**config.mk**
```make
export PLATFORM = sky130hd
export DESIGN_NAME = jsbs_axis_state
export DESIGN_NICKNAME = d
export VERILOG_FILES = /design/src/design/jsbs_pkg.sv /design/src/design/jsbs_axis_state.sv
export SDC_FILE = /design/constraint.sdc
export NUM_CORES = 1
export LEC_CHECK = 0
export BUFFER_PORTS_ARGS = -buffer_cell sky130_fd_sc_hd__buf_2
export CORE_MARGIN = 4
export CORE_UTILIZATION = 35
export CTS_CLUSTER_DIAMETER = 80
export DETAILED_ROUTE_END_ITERATION = 10
export SLEW_MARGIN = 15
export SYNTH_ARGS = -nofsm -noshare
export SYNTH_HDL_FRONTEND = slang
export SYNTH_SLANG_ARGS = --single-unit
```
**constraint.sdc**
```tcl
create_clock -name clk -period 13.5 [get_ports clk]
set_input_delay 2.025 -clock clk [delete_from_list [all_inputs] [get_ports clk]]
set_output_delay 2.025 -clock clk [all_outputs]
set_load 0.01 [all_outputs]
```
**src/design/jsbs_pkg.sv**
```systemverilog
// Shared types and constants for the joint setpoint biquad smoother.
`default_nettype none

package jsbs_pkg;

  localparam int AXIS_COUNT = 6;
  localparam int AXIS_IDX_W = (AXIS_COUNT > 1) ? $clog2(AXIS_COUNT) : 1;
  localparam int LIMIT_ROWS = 6;
  localparam int ROW_W      = 3;

  localparam int COEFF_W = 48;
  localparam int CFG_IDX_W = 2;

  // config register indexes
  localparam logic [CFG_IDX_W-1:0] REG_B0 = 2'd0;
  localparam logic [CFG_IDX_W-1:0] REG_A1 = 2'd1;
  localparam logic [CFG_IDX_W-1:0] REG_A2 = 2'd2;

  // item actions
  localparam logic ACT_SAMPLE = 1'b0;
  localparam logic ACT_INIT   = 1'b1;

  // joint limits in Q16.16 degrees
  localparam logic signed [31:0] LIM_LO [LIMIT_ROWS] = '{
    -32'sd11141120, -32'sd5570560, -32'sd11141120,
    -32'sd13762560, -32'sd8519680, -32'sd176947200
  };
  localparam logic signed [31:0] LIM_HI [LIMIT_ROWS] = '{
    32'sd11141120, 32'sd11468800, 32'sd0,
    32'sd13762560, 32'sd8519680, 32'sd176947200
  };

  typedef struct packed {
    logic signed [COEFF_W-1:0] b0;
    logic signed [COEFF_W-1:0] a1;
    logic signed [COEFF_W-1:0] a2;
  } coeff_t;

  typedef struct packed {
    logic              action;
    logic [2:0]        axis;
    logic signed [31:0] setpoint;
    logic signed [31:0] measured_position;
    logic              drive_on;
  } item_t;

  typedef struct packed {
    logic              ready;
    logic signed [31:0] in1;
    logic signed [31:0] in2;
    logic signed [31:0] out1;
    logic signed [31:0] out2;
    logic signed [31:0] tgt;
    logic signed [31:0] vel;
  } axis_state_t;

  typedef struct packed {
    logic        wr_en;
    axis_state_t st;
  } state_upd_t;

  typedef struct packed {
    logic signed [31:0] target_position;
    logic signed [31:0] target_velocity;
    logic              clamped_low;
    logic              clamped_high;
  } result_t;

endpackage

`default_nettype wire

```
**src/design/jsbs_axis_state.sv**
```systemverilog
// Per-axis filter history, last target and ready flags.
`default_nettype none

module jsbs_axis_state
  import jsbs_pkg::*;
(
  input  wire logic                  clk,
  input  wire logic                  rst,
  input  wire logic [AXIS_IDX_W-1:0] idx,
  output axis_state_t                rd,
  input  wire state_upd_t            upd
);

  logic signed [31:0] in1  [AXIS_COUNT];
  logic signed [31:0] in2  [AXIS_COUNT];
  logic signed [31:0] out1 [AXIS_COUNT];
  logic signed [31:0] out2 [AXIS_COUNT];
  logic signed [31:0] tgt  [AXIS_COUNT];
  logic signed [31:0] vel  [AXIS_COUNT];
  logic [AXIS_COUNT-1:0] ready;

  always_ff @(posedge clk) begin
    if (rst) begin
      ready <= '0;
    end else if (upd.wr_en) begin
      ready[idx] <= upd.st.ready;
    end
  end

  always_ff @(posedge clk) begin
    if (upd.wr_en) begin
      in1[idx]  <= upd.st.in1;
      in2[idx]  <= upd.st.in2;
      out1[idx] <= upd.st.out1;
      out2[idx] <= upd.st.out2;
      tgt[idx]  <= upd.st.tgt;
      vel[idx]  <= upd.st.vel;
    end
  end

  always_comb begin
    rd.ready = ready[idx];
    rd.in1   = in1[idx];
    rd.in2   = in2[idx];
    rd.out1  = out1[idx];
    rd.out2  = out2[idx];
    rd.tgt   = tgt[idx];
    rd.vel   = vel[idx];
  end

endmodule

`default_nettype wire

```
# After elaboration in Yosys (flattened, before gate mapping)

Memories as Yosys holds them, arrays and structs flattened.
Cells that the tools add are included.

Flip-flop bits (word level): 6
Memory bits (writable): 1152
Input bits: 199
Output and inout bits: 193
Word-level logic and storage cells: 17
Memories kept: 6

Memory list:

| memory | words | width | read ports | clocked after Yosys merged registers in | wr ports | line                  | RTL |
|---|---|---|---|---|---|---|---|
| in1    | 6     | 32    | 1          | 0                                       | 1        | jsbs_axis_state.sv:14 | `logic signed [31:0] in1 [AXIS_COUNT];` |
| in2    | 6     | 32    | 1          | 0                                       | 1        | jsbs_axis_state.sv:15 | `logic signed [31:0] in2 [AXIS_COUNT];` |
| out1   | 6     | 32    | 1          | 0                                       | 1        | jsbs_axis_state.sv:16 | `logic signed [31:0] out1 [AXIS_COUNT];` |
| out2   | 6     | 32    | 1          | 0                                       | 1        | jsbs_axis_state.sv:17 | `logic signed [31:0] out2 [AXIS_COUNT];` |
| tgt    | 6     | 32    | 1          | 0                                       | 1        | jsbs_axis_state.sv:18 | `logic signed [31:0] tgt [AXIS_COUNT];` |
| vel    | 6     | 32    | 1          | 0                                       | 1        | jsbs_axis_state.sv:19 | `logic signed [31:0] vel [AXIS_COUNT];` |

Magnitude comparators: 2
Mux-type cells: 7
Reduce and logical (&&, ||, !) cells: 1

Operators with widths:

| kind               | count |
|---|---|
| $bwmux 6           | 1 |
| $lt 3x4->1 const B | 1 |
| $mux 1             | 4 |
| $bmux 1 s3         | 1 |
| $demux 1 s3        | 1 |
| $ge 3x1->1 const B | 1 |
| $logic_and 1x1->1  | 1 |

# Logic depth before layout (Yosys ltp)

Gate-level depths: netlist of the first run.

Depth in word-level cells: 5
Gate-level depth with buffers: 6
Gate-level depth less buffers: 3

# Least setup slack after synthesis of the first run

Ideal clock, no wire load.

Path type: in2reg
From: in idx[1]
To: mem in1[1][0] (enable)
Setup time: 0.748 ns
Data arrival time: 10.653 ns
Data required time: 12.752 ns
Setup slack: 2.099 ns
Cell stages on the path: 5
Path buffers: 3
Cell sequence: or2_1 -> buf_6 -> buf_6 -> buf_4 -> nor2_1

RTL lines:

| element            | line                  | RTL |
|---|---|---|
| start: declaration | jsbs_axis_state.sv:9  | `input wire logic [AXIS_IDX_W-1:0] idx,` |
| end: declaration   | jsbs_axis_state.sv:14 |  |

No word-level cell before the write port.

==> results of run 1 <==
-- routing by layer --
layer	GRT usage	vias up	share of wire
li1	-	10090	-
met1	0.1988	11420	0.44
met2	0.2272	608	0.46
met3	0.04711	160	0.081
met4	0.04167	28	0.020
met5	0	-	0.0019
-- cell type report --
cell class / instances / area [um2]
multi-input cells: 989 / 8658
fillers: 11140 / 72900
clock buffers: 149 / 3112
well taps: 1637 / 2048
flip-flops and latches: 1158 / 34710
diodes: 18 / 45.04
repair buffers: 426 / 2276
clock inverters: 72 / 664.4
inverters: 2 / 22.52
-- logic make-up (layout without fill, tap and decap cells) --
kind of cell	count (synthesis)	after routing	synth area share
flops	1158	1158	0.7869
simple gates	209	209	0.01909
buf+inv	132	649	0.01736
other cells	0	18	0
compound gates	196	196	0.03866
mux	584	584	0.1380
-- sequential cells by signal (all words and copies together), names as in the netlist --
register and flops:
tgt 192, in1 192, vel 192, ready 6, in2 192, out1 192, out2 192
-- through the flow --
stage	util	hold WS, ns
5_1_grt	0.4139	0.5185
6_report	0.4142	0.4846
4_1_cts	0.4138	0.4899
2_1_floorplan	-	0.4473
3_5_place_dp	0.3835	0.4814
3_3_place_gp	0.3835	0.4688
-- how the worst max path moves through the flow --
stage | start | end | slack (ns) | cells after the start
after floorplan | idx[1] | in1[1][0] | 2.10 | 5
after global placement | idx[2] | rd[99] | 6.31 | 6
after detailed placement | idx[2] | rd[104] | 6.19 | 6
after CTS | idx[2] | rd[104] | 6.20 | 6
after global routing | idx[2] | rd[118] | 6.06 | 6
final | idx[2] | rd[118] | 6.28 | 6
-- worst max-delay path: stages --
cell and delay, ns:
clkbuf_8 0.61, nand2b_4 0.86, buf_4 0.43, buf_4 0.67
o221ai_1 0.25, buf_2 0.21
-- cells in the final DEF (no fill, tap or decap), types with 29 or more instances in the layout --
cell       Yosys  final
buf_2         54    389
buf_4         18     32
clkbuf_1      27     29
clkbuf_16      0    120
clkinv_1       0     32
edfxtp_1    1152   1152
mux2_2       192    192
mux2i_1      392    392
nand2_1      193    193
o221ai_1     192    192
-- power by group through the flow --
stage | clock, uW | combinational [uW] | sequential [uW]
2_1_floorplan | 0 | 264 | 4180
3_3_place_gp | 0 | 473 | 4170
3_5_place_dp | 0 | 474 | 4180
4_1_cts | 3250 | 476 | 4100
5_1_grt | 3410 | 508 | 4110
6_report | 3170 | 467 | 4100
==> run summary, run 1 <==
Crit-path max FO - 92
Routability Congestion - 0.7536
Residual DRC - 0
Worst Path Arrival - 5.20 ns
Internal Power - 6069 uW
Power Total - 7734 uW
Syn-to-layout area delta - 16.84%
Ports - 392
Clk pwr share - 0.409
IR Drop Worst-Case VDD - 0.0001521 V
Die outline area - 0.1318 mm2
CTS tree - yes
Status - complete, no violations
CTS resizes - 0
F_max - 138.5 MHz
WL/cell - 22.19 um
Setup bufs post-CTS - 0
DP Area - 0.04772 mm2
Fin crit period - 7.221 ns
Initial DRC Count - 1735
Share of power burned in registers - 0.530
Worst hold path class - reg -> reg
Vias per inst - 5.012
Syn_area_per_cell - 19.36 um2
Core box area - 0.1244 mm2
RSZ-0062 raised after global routing - no
Yosys top cell by area - edfxtp_1
CP endpoint kind - output port
Detailed-route wire length - 98790 um
Mapped cell area - 0.04411 mm2
IO Port Bufs - 391
Most frequent cells after synthesis - 1152 x edfxtp_1, 392 x mux2i_1, 193 x nand2_1
Slew Limit Fails - 0
Vias - 22310
Num CTS Buffers - 119
Comb pwr share - 0.060
Sw Share - 0.2153
Worst-margin pin slew - 1.065 ns
Hold buffers post-CTS - 0
Cell area after layout - 0.05154 mm2
P_sw - 1665 uW
H-tree depth - 3
Post-synth EDFFs - 1152
Async SR Flop Fraction - 0
Max-Cap Viols - 0
Setup slack, reg-to-reg - 12.88 ns
Fraction of layout cells with a size suffix above 1 - 0.2811
Clock skew - 0 ns
Worst r2r src - ready[1]
Reg2Reg Depth - 2
Hold Vio Cnt, Final - 0
Non-Filler Instances - 4451
Distinct cells, synth - 22
Register area share after synthesis - 0.7869
Critical Path RT - 11.48 ns
Vias in the first global route - 22210
Dpl cells - 4212
Skew-Pair Late Insertion Delay - 0.74 ns
Row cnt - 129
Crit path launch type - primary input
Clock Pin Slew Worst Setup and Hold Paths - 0.06 ns
Synth warn - 0
# clock sinks - 1158
Post-Syn Nets - 2478
Final worst setup slack - 6.279 ns
Worst slack at placement - 6.191 ns
Detail Placement HPWL - 56570 um
Leak - 0.01804 uW
Die Y - 363.0 um
Synth Register Bits - 1158
DRT antenna net count - 0
Post-route clock period utilization - 0.5349
Share of the synthesized area in the top cell type - 0.7842
R2r endpoint - ready[1]
CTS root buf - clkbuf_16
GRT Overall Usage - 0.1465
Slew headroom - 0.2898
Synth area leaders - edfxtp_1 78%, mux2i_1 8.9%, mux2_2 4.9%
Starting Density - 0.3545
Post-Synthesis Cells - 2279
Final #Nets - 2895
Clock buffer depth - 3
Power density over the cells - 150.1 mW/mm2
Crit path kind - in -> out
Die width - 363.0 um
Most frequent cell after synthesis - edfxtp_1
Initial antenna violation count - 30
Hold depth - 2
Hold Crit Endpoint - ready[1]
Final setup fails - 0
Gr ovfl total - 0
Top_reg_cell synth - edfxtp_1
Largest net degree at the start of global routing - 124
Hold Startpoint - ready[1]
First-pass iteration count of the detailed router - 7
First-pass GRT wire length - 146100 um
Final setup TNS - 0 ns
(Power assumes the default switching activity.)
==> inputs of run 2 (changes only) <==
==> constraint.sdc (replaced) <==
create_clock -name clk -period 6.4 [get_ports clk]
set_input_delay 0.96 -clock clk [delete_from_list [all_inputs] [get_ports clk]]
set_output_delay 0.96 -clock clk [all_outputs]
set_load 0.01 [all_outputs]
==> run 2 against run 1 <==
  * First-iteration DRC count fell by 10%
  * Sequential share of layout area fell by 0.36 points
  * Flip-flop and latch count did not move
  * Final area rose by 0.54%
  * Largest power group unchanged
  * Worst setup slack got worse by 4.2 ns
  * Register-to-register slack got worse by 7.1 ns
  * Non-clock buffer count rose by 4
  * Routed wire length rose by 0.19%
  * Highest routed layer unchanged
  * Critical endpoint is now rd[148]
  * Worst hold slack got worse by 0.0067 ns
==> run summary, run 2 (same netlist as run 1, synthesis figures left out) <==
Status - complete, no violations (unchanged)
Most frequent cells in the layout - 1152 x edfxtp_1, 392 x mux2i_1, 389 x buf_2, 193 x nand2_1 (unchanged)
CP delay by family, top - buffers and inverters (unchanged)
IO Port Bufs - 391 (unchanged)
Critical Path RT - 5.44 ns (was 11.48 ns)
Detailed-route wire length - 98970 um (was 98790 um)
H-tree depth - 3 (unchanged)
Skew-Pair Late Insertion Delay - 0.71 ns (was 0.74 ns)
Gr ovfl total - 0 (unchanged)
Crit-path max FO - 70 (was 92)
Starting Density - 0.3545 (unchanged)
IR Drop Worst-Case VDD - 0.0002615 V (was 0.0001521 V)
Num CTS Buffers - 116 (was 119)
First-pass iteration count of the detailed router - 5 (was 7)
DRT antenna net count - 0 (unchanged)
CP max stage delay - 0.88 ns (was 0.86 ns)
Row cnt - 129 (unchanged)
Setup bufs post-CTS - 0 (unchanged)
CP endpoint kind - output port (unchanged)
WL/cell - 22.26 um (was 22.19 um)
# clock sinks - 1158 (unchanged)
Final #Nets - 2896 (was 2895)
GRT Overall Usage - 0.1466 (was 0.1465)
RSZ-0062 raised after global routing - no (unchanged)
Slew headroom - 0.3394 (was 0.2898)
Vias - 22400 (was 22310)
Post-route clock period utilization - 0.6703
Final setup fails - 0 (unchanged)
Die Y - 363.0 um (unchanged)
Fin crit period - 4.290 ns
Worst hold path class - in -> reg (was reg -> reg)
Die outline area - 0.1318 mm2 (unchanged)
Hold Vio Cnt, Final - 0 (unchanged)
Clock skew - 0 ns (unchanged)
Dpl cells - 4216 (was 4212)
Most common cell after layout, fill and taps aside - edfxtp_1 (unchanged)
Ports - 392 (unchanged)
Clock buffer depth - 3 (unchanged)
CTS root buf - clkbuf_16 (unchanged)
Residual DRC - 0 (unchanged)
Crit path launch type - primary input (unchanged)
CP Buf/Inv Count - 3 (was 4)
Fraction of layout cells with a size suffix above 1 - 0.2858 (was 0.2811)
CTS tree - yes (unchanged)
Initial DRC Count - 1556 (was 1735)
Initial antenna violation count - 32 (was 30)
Syn-to-layout area delta - 17.47% (was 16.84%)
Ordered list of cells on the worst path - clkbuf_8 > or2_4 > buf_12 > o221ai_1 > buf_2 (was clkbuf_8 > nand2b_4 > buf_4 > buf_4 > o221ai_1 > buf_2)
Hold slack final - 0.4780 ns (was 0.4846 ns)
Clock Pin Slew Worst Setup and Hold Paths - 0.06 ns (about the same)
Core box area - 0.1244 mm2 (unchanged)
Non-Filler Instances - 4447 (was 4451)
Detail Placement HPWL - 53880 um (was 56570 um)
Die width - 363.0 um (unchanged)
CTS resizes - 0 (unchanged)
First-pass GRT wire length - 145900 um (was 146100 um)
Worst-margin pin slew - 0.9908 ns (was 1.065 ns)
Setup slack, reg-to-reg - 5.76 ns (was 12.88 ns)
Slowest-stage cell, CP - or2_4 (was nand2b_4)
Hold buffers post-CTS - 0 (unchanged)
Number of fill cells - 11070 (was 11140)
Max-Cap Viols - 0 (unchanged)
Vias per inst - 5.037 (was 5.012)
Largest net degree at the start of global routing - 118 (was 124)
Worst Path Arrival - 3.33 ns (was 5.20 ns)
Leak - 0.01814 uW (was 0.01804 uW)
F_max - 233.1 MHz
Routability Congestion - 0.7241 (was 0.7536)
Power density over the cells - 317.1 mW/mm2 (was 150.1 mW/mm2)
Crit path kind - in -> out (unchanged)
Vias in the first global route - 22800 (was 22210)
Slew Limit Fails - 0 (unchanged)
[run 2: area by class of cell]
| type | instances | area, um2 | area share |
|---|---|---|---|
| Antenna cell | 14 | 35.03 | 0.0006761 |
| Clock buffer | 136 | 2999 | 0.05788 |
| Clock inverter | 81 | 822.0 | 0.01586 |
| Inverter | 2 | 22.52 | 0.0004346 |
| Multi-Input combinational cell | 989 | 8658 | 0.1671 |
| Sequential cell | 1158 | 34710 | 0.6699 |
| Tap cell | 1637 | 2048 | 0.03953 |
| Timing Repair Buffer | 430 | 2519 | 0.04861 |
[run 2: layer usage]
layer | vias to the layer above | wire (um) | part of all wire | track usage
met3 | 173 | 8121 | 0.082 | 0.05094
met1 | 11500 | 41990 | 0.42 | 0.1897
met4 | 32 | 2249 | 0.023 | 0.03900
met2 | 605 | 46400 | 0.47 | 0.2364
li1 | 10090 | - | - | -
met5 | - | 203 | 0.0021 | 0
[run 2: worst paths after layout]
kind,to,from,depth (start not counted)
hold reg to reg,ready[1],ready[1],2
setup / recovery,rd[148],idx[2],5
hold / removal,out2[5][23],upd[87],1
setup reg to reg,ready[1],ready[1],2
[run 2: through the flow]
stage,TNS (ns),setup slack [ns],area [um2],total power (uW),util
CTS,0,2.008,51780,16650,0.4161
finish,0,2.110,51820,16430,0.4164
floorplan,-269.72,-1.448,44130,9376,-
global route,0,1.948,51790,17050,0.4162
global placement,0,2.049,47960,9805,0.3854
detailed placement,0,2.010,47960,9825,0.3854
[run 2: where the power goes]
part | internal (uW) | switching, uW
Combinational | 372 | 624
Clock | 3950 | 2830
Sequential | 8600 | 49.6
Total | 12900 | 3510
